**src/hw/rtl/rfc_pkg.sv**
```systemverilog
package rfc_pkg;

  // input beat
  typedef struct packed {
    logic [7:0] data_byte;
    logic       end_of_stream;
  } in_beat_t;

  // result beat
  typedef struct packed {
    logic        is_status;
    logic [7:0]  payload_byte;
    logic [2:0]  status;
    logic [24:0] record_size;
  } out_beat_t;

  // status codes
  localparam logic [2:0] ST_OK          = 3'd0;
  localparam logic [2:0] ST_TRUNC_HDR   = 3'd1;
  localparam logic [2:0] ST_BAD_MAGIC   = 3'd2;
  localparam logic [2:0] ST_BAD_VERSION = 3'd3;
  localparam logic [2:0] ST_BAD_LENGTH  = 3'd4;
  localparam logic [2:0] ST_TRUNC_PAY   = 3'd5;
  localparam logic [2:0] ST_NO_CRC      = 3'd6;
  localparam logic [2:0] ST_CRC_BAD     = 3'd7;

  // configuration register indexes
  localparam logic [1:0] CFG_MAGIC   = 2'd0;
  localparam logic [1:0] CFG_VERSION = 2'd1;
  localparam logic [1:0] CFG_MAX_PAY = 2'd2;

  // reset values of the configuration registers
  localparam logic [31:0] MAGIC_RST   = 32'd0;
  localparam logic [15:0] VERSION_RST = 16'd1;
  localparam logic [23:0] MAX_PAY_RST = 24'd65536;

  // record layout
  localparam logic [23:0] MAGIC_END    = 24'd4;
  localparam logic [23:0] VERSION_END  = 24'd6;
  localparam logic [23:0] HDR_BYTES    = 24'd10;
  localparam logic [23:0] CRC_BYTES    = 24'd4;
  localparam logic [24:0] REC_OVERHEAD = 25'd14;

  // reflected ieee crc-32
  localparam logic [31:0] CRC_POLY = 32'hEDB8_8320;
  localparam logic [31:0] CRC_INIT = 32'hFFFF_FFFF;

endpackage

```
**src/hw/rtl/rfc_crc_byte.sv**
```systemverilog
module rfc_crc_byte (
  input  logic [31:0] crc_in,
  input  logic [7:0]  data_in,
  output logic [31:0] crc_out
);

  // one byte of the reflected crc, bit at a time lsb first
  always_comb begin
    logic [31:0] c;
    c = crc_in ^ {24'd0, data_in};
    for (int i = 0; i < 8; i++) begin
      if (c[0]) begin
        c = (c >> 1) ^ rfc_pkg::CRC_POLY;
      end else begin
        c = c >> 1;
      end
    end
    crc_out = c;
  end

endmodule

```
**config.mk**
```make
export PLATFORM = sky130hd
export DESIGN_NAME = rfc_crc_byte
export DESIGN_NICKNAME = d
export VERILOG_FILES = /design/src/hw/rtl/rfc_pkg.sv /design/src/hw/rtl/rfc_crc_byte.sv
export SDC_FILE = /design/constraint.sdc
export NUM_CORES = 1
export LEC_CHECK = 0
export ABC_CLOCK_PERIOD_IN_PS = 3400
export BUFFER_PORTS_ARGS = -buffer_cell sky130_fd_sc_hd__buf_2
export CAP_MARGIN = 30
export CORE_ASPECT_RATIO = 1.5
export CORE_UTILIZATION = 25
export DETAILED_ROUTE_END_ITERATION = 10
export GPL_ROUTABILITY_DRIVEN = 0
export GPL_TIMING_DRIVEN = 0
export PLACE_DENSITY = 0.63
export SLEW_MARGIN = 20
export SYNTH_ARGS = -nofsm -noshare
export SYNTH_HDL_FRONTEND = slang
export SYNTH_SLANG_ARGS = --single-unit
export TNS_END_PERCENT = 10
```
**constraint.sdc**
```tcl
create_clock -name vclk -period 3.4
set_input_delay 0.51 -clock vclk [all_inputs]
set_output_delay 0.51 -clock vclk [all_outputs]
set_load 0.1 [all_outputs]
```
# [Word-level counts from Yosys, hierarchy flattened]
# Cells that the tools add are included.
[word_totals] ff_bits=0 input_bits=40
[classes] muxes=8 bitwise=9
[ops] operator="$mux 32" count=8
[ops] operator="$not 13->14" count=8
[ops] operator="$xor 32x8->32" count=1

# [Logic depth before layout (Yosys ltp)]
# Gate-level depths: netlist (run 1).
[logic_depth] word_depth=17 ltp_mapped=4 ltp_nobuf=4

# [Worst setup path before layout (run 1)]
# OpenSTA, ideal clock, no wires.
[synth_timing] kind="input to output" start="input data_in[7]" end="output crc_out[29]" arrival_ns=3.052 required_time_ns=2.890 setup_slack_ns=-0.162 path_stages=4 cell_sequence="xnor2_2 -> xnor2_2 -> inv_2 -> xnor2_1"
[synth_between] elab_chain_cells=10
[synth_rtl] item="start, declared" line_no="rfc_crc_byte.sv:3" source="input logic [7:0] data_in,"
[synth_rtl] item="$xor 32x8->32 *" line_no="rfc_crc_byte.sv:10" source="c = crc_in ^ {24'd0, data_in};"
[synth_rtl] item="$mux 32 *" line_no="rfc_crc_byte.sv:12" source="if (c[0]) begin"
[synth_rtl] item="$not 13->14 (no line)"
[synth_rtl] item="$mux 32 * (7 in a row)" line_no="rfc_crc_byte.sv:12"
[synth_rtl] item="end, declared" line_no="rfc_crc_byte.sv:4" source="output logic [31:0] crc_out"
# Mark *: on every way between the ends. The rest lies on a longest branch, timed or not.

# [Worst setup path in the final report (run 1)]
[layout_timing] start="input data_in[3]" end="output crc_out[17]"
[layout_between] elab_chain_cells=11
[layout_rtl] item="$xor 32x8->32 *" line_no="rfc_crc_byte.sv:10"
[layout_rtl] item="$mux 32 * (4 in a row)" line_no="rfc_crc_byte.sv:12"
[layout_rtl] item="$not 13->14 (no line)"
[layout_rtl] item="$mux 32 *" line_no="rfc_crc_byte.sv:12"
[layout_rtl] item="$not 13->14 (no line)"
[layout_rtl] item="$mux 32 * (3 in a row)" line_no="rfc_crc_byte.sv:12"
# Marks and branches as above.

==> results.md, run 1 <==
Status:
- The flow ran to the end, and the final reports show no timing, DRC or antenna violations.

Global routing:
- Global routing used 10.9% of the available tracks across all layers.
- The first global-routing pass estimated 3550 µm of wire.
- The number of antenna violations at the first check in global routing is 0.
- The maximum number of pins on one net before global-route repair is 8.
- The number of global-route vias before repair came to 785.
- The aggregate global routing overflow is 0.

Critical path:
- The element type at the critical path start is a primary input.
- The arrival time at the worst endpoint is 2230 ps.
- On the critical path, the stage with the largest delay is an instance of sky130_fd_sc_hd__xnor3_2.
- The classification of the worst setup path is in -> out.
- In this run the worst path has a maximum fanout of 6.
- The signal on the critical path passes through buf_2, xnor2_4, xnor3_2, xor3_1, buf_2.
- At the worst endpoint, the required time is 2890 ps.
- In this design, the critical path's most frequently occurring cell is sky130_fd_sc_hd__buf_2.
- The worst setup path is captured at a primary output.
- The critical path's top delay family is XOR/XNOR gates.
- The longest individual stage delay on the worst path is 530 ps.
- The number of buffers and inverters on the critical path is 2.

Routing:
- The detail route stage leaves a number of antenna-violating nets equal to 0.
- The first detailed-routing pass ran for 2 iterations.
- The total via count in the routed design is 736.
- After detailed routing, the number of remaining DRC violations is 0.
- The average detailed-routed wire length per instance is 12.5 µm.
- The average vias per placed instance is 4.11.
- For this block, the initial DRC count from the detailed router was 1.
- For this block, the routed nets add up to 2230 µm of wire.

Layout:
- The layout clock buffer count is 0.
- Leaving out fill and tap cells, the most frequent cells in the layout are 72 x sky130_fd_sc_hd__buf_2, 25 x sky130_fd_sc_hd__xnor2_1, 11 x sky130_fd_sc_hd__xnor3_1.
- In the final design database the tool counted 178 nets.
- The flip-flop and latch count is 0.
- The post-route netlist has 64.7% of its cells at a drive strength greater than 1.
- The most common library cell in the layout ignoring fill and taps is sky130_fd_sc_hd__buf_2.
- At the end of the flow the core is filled with cells to 37.7%.
- The number of antenna diodes in the final layout is 0.
- The flip-flop and latch area is 0 µm².
- The number of inserted filler cells in the final layout is 380.
- Compared with the post-synthesis result, the final layout area differs by 44.2%.

Job:
- Across the run, the number of max-cap violations was 0.

Floorplan:
- The number of standard-cell rows in the floorplan is 27.
- The die covers 4070 µm².
- The initial core utilization is 26.2%.
- From bottom edge to top edge, the die measures 77.7 µm.
- After floorplanning, the core was sized to cover 3650 µm².
- The number of top-level design ports is 72.
- Measured along the x axis, the die boundary spans 52.5 µm.

STA:
- The measured slew at the worst slew-check pin is 491 ps.
- Derived from the worst setup path, the maximum achievable clock frequency is 365 MHz.
- The number of pins with negative max-slew slack in the final report is 0.
- Setup violations remaining at the end of the flow were counted as 0.
- The worst pin sits at a relative slew slack of 67.1%.
- The count of endpoints failing hold in the final timing report came to 0.
- Setup repair after global routing left no endpoint under its margin.
- The hold slack is 1440 ps.
- The post-route clock period utilization is 80.5%.
- The smallest setup slack after layout is 663 ps.
- The worst path needs 2740 ps of the cycle, external delays included.

Synthesis:
- After synthesis, the largest family of logic cells by area is XOR/XNOR gates.
- The warning count from the yosys run is 0.
- The cell count after synthesis is 64.
- Summing the areas of all and, or, nand and nor instances in the mapped netlist gives 0% of the synthesized area.
- The sequential element share of the synthesized area is 0%.
- The compound-gate portion of the synthesized area is 0%.
- The top cell type by total area after synthesis is sky130_fd_sc_hd__xnor3_1.
- The multiplexer share of the synthesized area is 0%.
- The average instance in the mapped netlist occupies 14.9 µm².
- After synthesis, the cell types taking the most area are sky130_fd_sc_hd__xnor3_1 26%, sky130_fd_sc_hd__xnor2_1 24%, sky130_fd_sc_hd__xor3_1 15%.
- The mapped cell area is 955 µm².
- The xor-xnor portion of the synthesized cell area is 99.6%.
- The number of library cell types mapped by synthesis is 9.
- The area share of fa/ha/maj cells after synthesis is 0%.
- The top cell type by area accounts for 26.0% of the synthesized area.
- The net count after synthesis is 104.

Placed design:
- After legalization and detailed placement, the total HPWL measured 1990 µm.
- The post-placement worst setup slack is 644 ps.
- Buffers placed on the I/O ports in this run total 72.

CTS:
- In this run the post-CTS setup repair buffer count came out at 0.
- Buffers inserted to repair hold after CTS numbered 0.
- The total of cells resized after clock tree synthesis is 0.

Hold path:
- The path class of the lowest-slack min-delay path is in -> out.
==> metal layers <==
metal | vias to the layer above | GRT usage (%) | wire [µm]
met4 | 0 | 0 | 0
li1 | 355 | - | -
met2 | 37 | 22.9 | 1320
met1 | 344 | 11.6 | 763
met5 | - | 0 | 0
met3 | 0 | 0.588 | 152
==> logic make-up after synthesis <==
family	count (synthesis)
XOR/XNOR	63
buffers and inverters	1
==> worst paths after layout <==
check	startpoint	endpoint	slack (ps)	depth (start not counted)
max	data_in[3]	crc_out[17]	660	5
min	crc_in[17]	crc_out[9]	1440	3
==> cell usage after synthesis <==
cell	n
sky130_fd_sc_hd__xnor2_2	8
sky130_fd_sc_hd__xnor2_1	26
sky130_fd_sc_hd__xor2_2	1
sky130_fd_sc_hd__xnor3_2	1
sky130_fd_sc_hd__xor3_1	6
sky130_fd_sc_hd__xor2_1	6
sky130_fd_sc_hd__inv_2	1
sky130_fd_sc_hd__xnor3_1	11
sky130_fd_sc_hd__xnor2_4	4
==> per-stage QoR <==
step                      instances  cell area (µm²)  setup TNS, ps
final                           179             1380              0
after global routing            179             1380              0
after CTS                       179             1380              0
after detailed placement        179             1380              0
after global placement          179             1380              0
after floorplan                  64              962          -11.5
==> layout make-up <==
class                           count  area, µm²  share of cell area, %
Timing Repair Buffer               72        360                   26.2
Inverter                            1       3.75                  0.273
Tap cell                           43       53.8                   3.91
Multi-Input combinational cell     63        958                   69.6
Power of run 1 is left out: the tool's default activity adds up to more than one toggle a clock period on the data nets, which glitch-free logic cannot reach.
==> inputs of run 2 (changes only) <==
Settings changed: ABC_AREA from default to 1, ABC_CLOCK_PERIOD_IN_PS 3400 to 2500, PLACE_DENSITY 0.63 to 0.62.
Clock period 3.4 ns to 2.5 ns, I/O delays scaled along.
==> results.md, run 2 <==
Routing:
- The remaining number of nets flagged by the antenna check after routing was 0 (unchanged).
- The post-route DRC violation count is 4 (was 0).
- The overall routed net length came to 3050 µm (was 2230 µm).
- The count of TritonRoute iterations in the first routing pass is 7 (was 2).
- The total via count in the routed design was 1377 (was 736).
- The average vias per placed instance is 4.19 (was 4.11).
- The average detailed-routed wire length per instance is 9.26 µm (was 12.5 µm).
- The initial detailed-routing violation count is 40 (was 1).

Floorplan:
- The core area came to 4500 µm² (was 3650 µm²).
- The number of top-level design ports is 72 (unchanged).
- The floorplan die area came to 4980 µm² (was 4070 µm²).
- The number of standard-cell rows in the floorplan is 30 (was 27).
- The die extent in y came to 86.0 µm (was 77.7 µm).
- The initial core utilization was 26.1% (was 26.2%).
- The die boundary width came to 58.0 µm (was 52.5 µm).

STA:
- In the finished design, the share of the clock period the worst path needs comes to 89.4%.
- The relative max-transition margin is 67.3% (was 67.1%).
- The number of pins with negative max-slew slack in the final report is 0 (unchanged).
- The final setup violation count is 0 (unchanged).
- The measured slew at the worst slew-check pin is 493 ps (was 491 ps).
- The hold slack is 1170 ps (was 1440 ps).
- RSZ-0062 raised after global routing: no (unchanged).
- The count of endpoints failing hold in the final timing report came to 0 (unchanged).
- The final critical path time including I/O delays and setup is 2230 ps.
- The smallest setup slack after layout is 266 ps (was 663 ps).
- The maximum clock frequency is 448 MHz.

Global routing:
- The aggregate global routing overflow is 0 (unchanged).
- The number of antenna violations at the first check in global routing came to 0 (unchanged).
- The number of global-route vias before repair is 1139 (was 785).
- The global routing usage summed across all routing layers came to 11.7% (was 10.9%).
- The global-route wire length before repair is 4810 µm (was 3550 µm).
- The maximum number of pins on one net before global-route repair is 9 (was 8).

Layout:
- The number of inserted filler cells in the final layout is 505 (was 380).
- The most common library cell in the layout ignoring fill and taps is sky130_fd_sc_hd__nand2_1 (was sky130_fd_sc_hd__buf_2).
- The flip-flop and latch count is 0 (unchanged).
- The layout clock buffer count is 0 (unchanged).
- The area of all placed cells without fillers was 1610 µm² (was 1380 µm²).
- The total inserted antenna cells came to 0 (unchanged).
- The fraction of the core area covered by cells at the end of the flow is 35.8% (was 37.7%).
- The layout overhead on the synthesized area is 37.1% (was 44.2%).
- The total area of multi-input combinational cells is 1100 µm² (was 958 µm²).
- The layout net count is 323 (was 178).
- Highest-count cells in the layout ignoring fill and taps: 98 x sky130_fd_sc_hd__nand2_1, 72 x sky130_fd_sc_hd__buf_2, 40 x sky130_fd_sc_hd__xor2_1 (was 72 x sky130_fd_sc_hd__buf_2, 25 x sky130_fd_sc_hd__xnor2_1, 11 x sky130_fd_sc_hd__xnor3_1).
- The flip-flop and latch area was 0 µm² (unchanged).
- The fraction of final layout cells sized beyond drive strength 1 came to 35.9% (was 64.7%).

Hold path:
- The path class of the lowest-slack min-delay path is in -> out (unchanged).

Synthesis:
- The cell count after synthesis is 209 (was 64).
- Area contributors post-synth: sky130_fd_sc_hd__nand2_1 31%, sky130_fd_sc_hd__xor2_1 31%, sky130_fd_sc_hd__nand2_2 9.1% (was sky130_fd_sc_hd__xnor3_1 26%, sky130_fd_sc_hd__xnor2_1 24%, sky130_fd_sc_hd__xor3_1 15%).
- The fraction of synthesized cell area taken by the top area cell type came to 31.3% (was 26.0%).
- Top cell types by occurrence after synthesis: 98 x sky130_fd_sc_hd__nand2_1, 41 x sky130_fd_sc_hd__xor2_1, 24 x sky130_fd_sc_hd__inv_1 (was 26 x sky130_fd_sc_hd__xnor2_1, 11 x sky130_fd_sc_hd__xnor3_1, 8 x sky130_fd_sc_hd__xnor2_2).
- The warning count from the yosys run came to 0 (unchanged).
- The top cell type by total area after synthesis is sky130_fd_sc_hd__nand2_1 (was sky130_fd_sc_hd__xnor3_1).
- The most frequent cell after synthesis was sky130_fd_sc_hd__nand2_1 (was sky130_fd_sc_hd__xnor2_1).
- The number of library cell types mapped by synthesis is 12 (was 9).
- The sequential element share of the synthesized area is 0% (unchanged).
- The net count after synthesis is 249 (was 104).
- The synthesized area per cell came to 5.62 µm² (was 14.9 µm²).
- The mapped cell area was 1170 µm² (was 955 µm²).

Power:
- Summed over all cells, the static leakage comes to 1.03 nW.
- The power density over the cells is 864 nW/µm².
- The overall power after layout is 1.39 mW.
- Across the VDD grid, the largest voltage drop is 0.378 mV.

Status:
- The final reports fail on DRC.
- Outcome: finished, violations left (was completed).

Critical path:
- The classification of the worst setup path is in -> out (unchanged).
- The critical path data required time came to 2120 ps (was 2890 ps).
- The element type at the critical path start was a primary input (unchanged).
- The kind of end point of the critical path was a primary output (unchanged).
- The arrival time at the worst endpoint is 1860 ps (was 2230 ps).
- The worst setup path endpoint is crc_out[20] (was crc_out[17]).
- The startpoint of the most critical setup path is crc_in[1] (was data_in[3]).
- The maximum fanout along the worst path is 7 (was 6).

Placed design:
- The placed cell area is 1610 µm² (was 1380 µm²).
- The post-placement worst setup slack was 247 ps (was 644 ps).
- The sum of net half-perimeters after detailed placement is 2660 µm (was 1990 µm).
- The port buffer count came to 72 (unchanged).

CTS:
- The count of buffers added by post-CTS timing repair for setup is 0 (unchanged).
- The total of cells resized after clock tree synthesis is 0 (unchanged).
- The number of hold buffers added after CTS is 0 (unchanged).

Job:
- The count of max-cap constraint violations is 0 (unchanged).
[run 2: cell count changes after synthesis, sizes merged]
cell    before  now
xor3         6    0
or2          0    1
nand2        0  122
nand3        0    9
xnor2       38    9
xnor3       12    0
nand3b       0    2
xor2         7   41
inv          1   25
[run 2: worst min path at each step]
stage	from	endpoint	slack [ps]	cells past startpoint
after floorplan	data_in[7]	crc_out[31]	1180	4
after global placement	crc_in[10]	crc_out[2]	1170	3
after detailed placement	crc_in[17]	crc_out[9]	1170	3
after CTS	crc_in[17]	crc_out[9]	1170	3
after global routing	crc_in[17]	crc_out[9]	1170	3
final	crc_in[10]	crc_out[2]	1170	3
[run 2: routing by layer]
layer,vias up,track usage (%),wire [µm]
met1,586,12.2,1210
met5,-,0,0
met2,28,25.9,1740
li1,763,-,-
met4,0,0,0
met3,0,0.151,92
[run 2: worst max-delay path, cell delays in order]
cell and delay [ps]:
sky130_fd_sc_hd__buf_2 110, sky130_fd_sc_hd__inv_1 60, sky130_fd_sc_hd__nand2_1 80, sky130_fd_sc_hd__nand2_4 130
sky130_fd_sc_hd__nand2_1 80, sky130_fd_sc_hd__nand2_2 170, sky130_fd_sc_hd__nand2_1 70, sky130_fd_sc_hd__nand2_1 110
sky130_fd_sc_hd__nand2_2 80, sky130_fd_sc_hd__nand2_2 60, sky130_fd_sc_hd__nand2_1 40, sky130_fd_sc_hd__nand2_1 60
sky130_fd_sc_hd__buf_2 420
[run 2: metrics by stage]
| stage | setup TNS, ps | std cells |
|---|---|---|
| floorplan | -4460 | 209 |
| global placement | 0 | 329 |
| detailed placement | 0 | 329 |
| CTS | 0 | 329 |
| global route | 0 | 329 |
| finish | 0 | 329 |
[run 2: cell families (layout without fill, tap and decap cells)]
| group | count (synthesis) | in the layout | synth area share [%] |
|---|---|---|---|
| AND/OR/NAND/NOR | 134 | 134 | 53.1 |
| XOR/XNOR | 50 | 50 | 38.9 |
| buffers and inverters | 25 | 97 | 7.99 |
[run 2: final cells by class]
class | instances | share of cell area, %
inverters | 25 | 5.83
multi-input cells | 184 | 68.1
well taps | 48 | 3.73
repair buffers | 72 | 22.4
[run 2: report_power, final]
group | total, mW | internal, mW | switching [mW]
registers | 0 | 0 | 0
logic | 1.39 | 0.236 | 1.16
clock network | 0 | 0 | 0
No activity file was read; power rests on OpenSTA's default activity.
==> inputs of run 3 (changes only) <==
==> constraint.sdc (replaced) <==
create_clock -name vclk -period 2.5
set_input_delay 0 -clock vclk [all_inputs]
set_output_delay 0 -clock vclk [all_outputs]
set_load 0.1 [all_outputs]
==> results.md, run 3 (synthesis gave the netlist of run 2 again) <==
Floorplan:
- The die extent in y came to 86.0 µm (unchanged).
- The number of top-level design ports is 72 (unchanged).
- The die boundary width is 58.0 µm (unchanged).
- The core area is 4500 µm² (unchanged).
- The initial core utilization came to 26.1% (unchanged).
- The floorplan die area is 4980 µm² (unchanged).
- The number of standard-cell rows in the floorplan is 30 (unchanged).

Power:
- The static leakage power is 1.03 nW (about the same).
- The worst supply voltage drop on vdd is 0.267 mV (was 0.378 mV).
- The power density over the cells is 868 nW/µm² (was 864 nW/µm²).

Routing:
- The initial detailed-routing violation count is 29 (was 40).
- The average detailed-routed wire length per instance was 9.67 µm (was 9.26 µm).
- The average vias per placed instance came to 4.30 (was 4.19).
- The count of TritonRoute iterations in the first routing pass is 7 (unchanged).
- The total via count in the routed design is 1414 (was 1377).
- The remaining number of nets flagged by the antenna check after routing is 0 (unchanged).
- The overall routed net length is 3180 µm (was 3050 µm).
- The post-route DRC violation count is 3 (was 4).

Layout:
- The fraction of final layout cells sized beyond drive strength 1 was 35.6% (was 35.9%).
- The area of all placed cells without fillers is 1600 µm² (was 1610 µm²).
- The fraction of the core area covered by cells at the end of the flow was 35.6% (was 35.8%).
- The layout clock buffer count is 0 (unchanged).
- The flip-flop and latch area was 0 µm² (unchanged).
- The most common library cell in the layout ignoring fill and taps was sky130_fd_sc_hd__nand2_1 (unchanged).
- Highest-count cells in the layout ignoring fill and taps: 98 x sky130_fd_sc_hd__nand2_1, 72 x sky130_fd_sc_hd__buf_2, 40 x sky130_fd_sc_hd__xor2_1 (unchanged).
- The flip-flop and latch count was 0 (unchanged).
- The layout net count is 323 (unchanged).
- The layout overhead on the synthesized area came to 36.4% (was 37.1%).
- The post-layout instance count excluding filler cells was 329 (unchanged).
- The total inserted antenna cells is 0 (unchanged).
- The number of inserted filler cells in the final layout is 542 (was 505).

CTS:
- The number of hold buffers added after CTS is 0 (unchanged).
- The count of buffers added by post-CTS timing repair for setup is 0 (unchanged).
- The total of cells resized after clock tree synthesis is 0 (unchanged).

Placed design:
- The port buffer count is 72 (unchanged).
- The placed cell area is 1600 µm² (was 1610 µm²).
- The cell total after placement is 329 (unchanged).
- The sum of net half-perimeters after detailed placement is 2710 µm (was 2660 µm).
- The post-placement worst setup slack is 987 ps (was 247 ps).

STA:
- The final critical path time including I/O delays and setup is 1500 ps (was 2230 ps).
- The measured slew at the worst slew-check pin came to 501 ps (was 493 ps).
- The relative max-transition margin came to 66.8% (was 67.3%).
- The maximum clock frequency came to 667 MHz (was 448 MHz).
- The number of pins with negative max-slew slack in the final report was 0 (unchanged).
- RSZ-0062 raised after global routing: no (unchanged).
- The final setup violation count is 0 (unchanged).
- The smallest setup slack after layout came to 1000 ps (was 266 ps).
- The sum of negative setup slack is 0 ps (unchanged).
- The post-route clock period utilization is 59.9% (was 89.4%).
- The count of endpoints failing hold in the final timing report is 0 (unchanged).

Status:
- Violated checks: DRC (unchanged).
- Outcome: finished, violations left (unchanged).

Critical path:
- The arrival time at the worst endpoint is 1500 ps (was 1860 ps).
- The element type at the critical path start is a primary input (unchanged).
- The maximum fanout along the worst path is 7 (unchanged).
- The startpoint of the most critical setup path was crc_in[1] (unchanged).
- The classification of the worst setup path was in -> out (unchanged).
- The kind of end point of the critical path is a primary output (unchanged).
- The worst setup path endpoint is crc_out[23] (was crc_out[20]).
- The critical path data required time is 2500 ps (was 2120 ps).

Global routing:
- The maximum number of pins on one net before global-route repair is 9 (unchanged).
- The number of global-route vias before repair was 1315 (was 1139).
- The global-route wire length before repair is 5350 µm (was 4810 µm).
- The number of antenna violations at the first check in global routing is 0 (unchanged).
- The global routing usage summed across all routing layers was 12.9% (was 11.7%).
- The aggregate global routing overflow is 0 (unchanged).

Job:
- The count of max-cap constraint violations is 0 (unchanged).

Hold path:
- The path class of the lowest-slack min-delay path is in -> out (unchanged).
[run 3: through the flow]
| step | total power, mW | hold slack [ps] |
|---|---|---|
| 3_3_place_gp | 1.39 | 417 |
| 5_1_grt | 1.46 | 429 |
| 4_1_cts | 1.40 | 419 |
| 6_report | 1.39 | 418 |
| 2_1_floorplan | 1.19 | 430 |
| 3_5_place_dp | 1.40 | 419 |
[run 3: how the worst min path moves through the flow]
stage          startpoint           to  slack, ps  cells past startpoint
6_report       crc_in[12]   crc_out[4]        420                      3
4_1_cts        crc_in[12]   crc_out[4]        420                      3
3_3_place_gp   crc_in[12]   crc_out[4]        420                      3
5_1_grt        crc_in[19]  crc_out[11]        430                      3
2_1_floorplan  data_in[7]  crc_out[31]        430                      4
3_5_place_dp   crc_in[12]   crc_out[4]        420                      3
[run 3: area by class of cell]
cell class | count | area, µm² | area share (%)
Inverter | 25 | 93.8 | 5.85
Timing Repair Buffer | 72 | 360 | 22.5
Tap cell | 48 | 60.1 | 3.75
Multi-Input combinational cell | 184 | 1090 | 67.9
[run 3: worst max-delay path: stages]
cell and delay [ps]:
sky130_fd_sc_hd__buf_2 110, sky130_fd_sc_hd__inv_1 60, sky130_fd_sc_hd__nand2_1 80, sky130_fd_sc_hd__nand2_4 140, sky130_fd_sc_hd__nand2_1 80, sky130_fd_sc_hd__nand2_2 160
sky130_fd_sc_hd__nand2_1 70, sky130_fd_sc_hd__nand2_1 110, sky130_fd_sc_hd__nand2_2 90, sky130_fd_sc_hd__nand2_2 70, sky130_fd_sc_hd__nand2_1 50, sky130_fd_sc_hd__nand2_1 60
sky130_fd_sc_hd__buf_2 420
[run 3: metal layers]
| layer | GRT usage (%) | routed length, µm | vias to the layer above |
|---|---|---|---|
| li1 | - | - | 761 |
| met1 | 14.4 | 1300 | 623 |
| met2 | 27.2 | 1790 | 30 |
| met3 | 0.302 | 95 | 0 |
| met4 | 0.649 | 0 | 0 |
| met5 | 0 | 0 | - |
[run 3: report_power, final]
group          switching (mW)  total [mW]  internal (mW)  leakage, nW
clock network               0           0              0            0
registers                   0           0              0            0
logic                    1.16        1.39          0.232         1.03
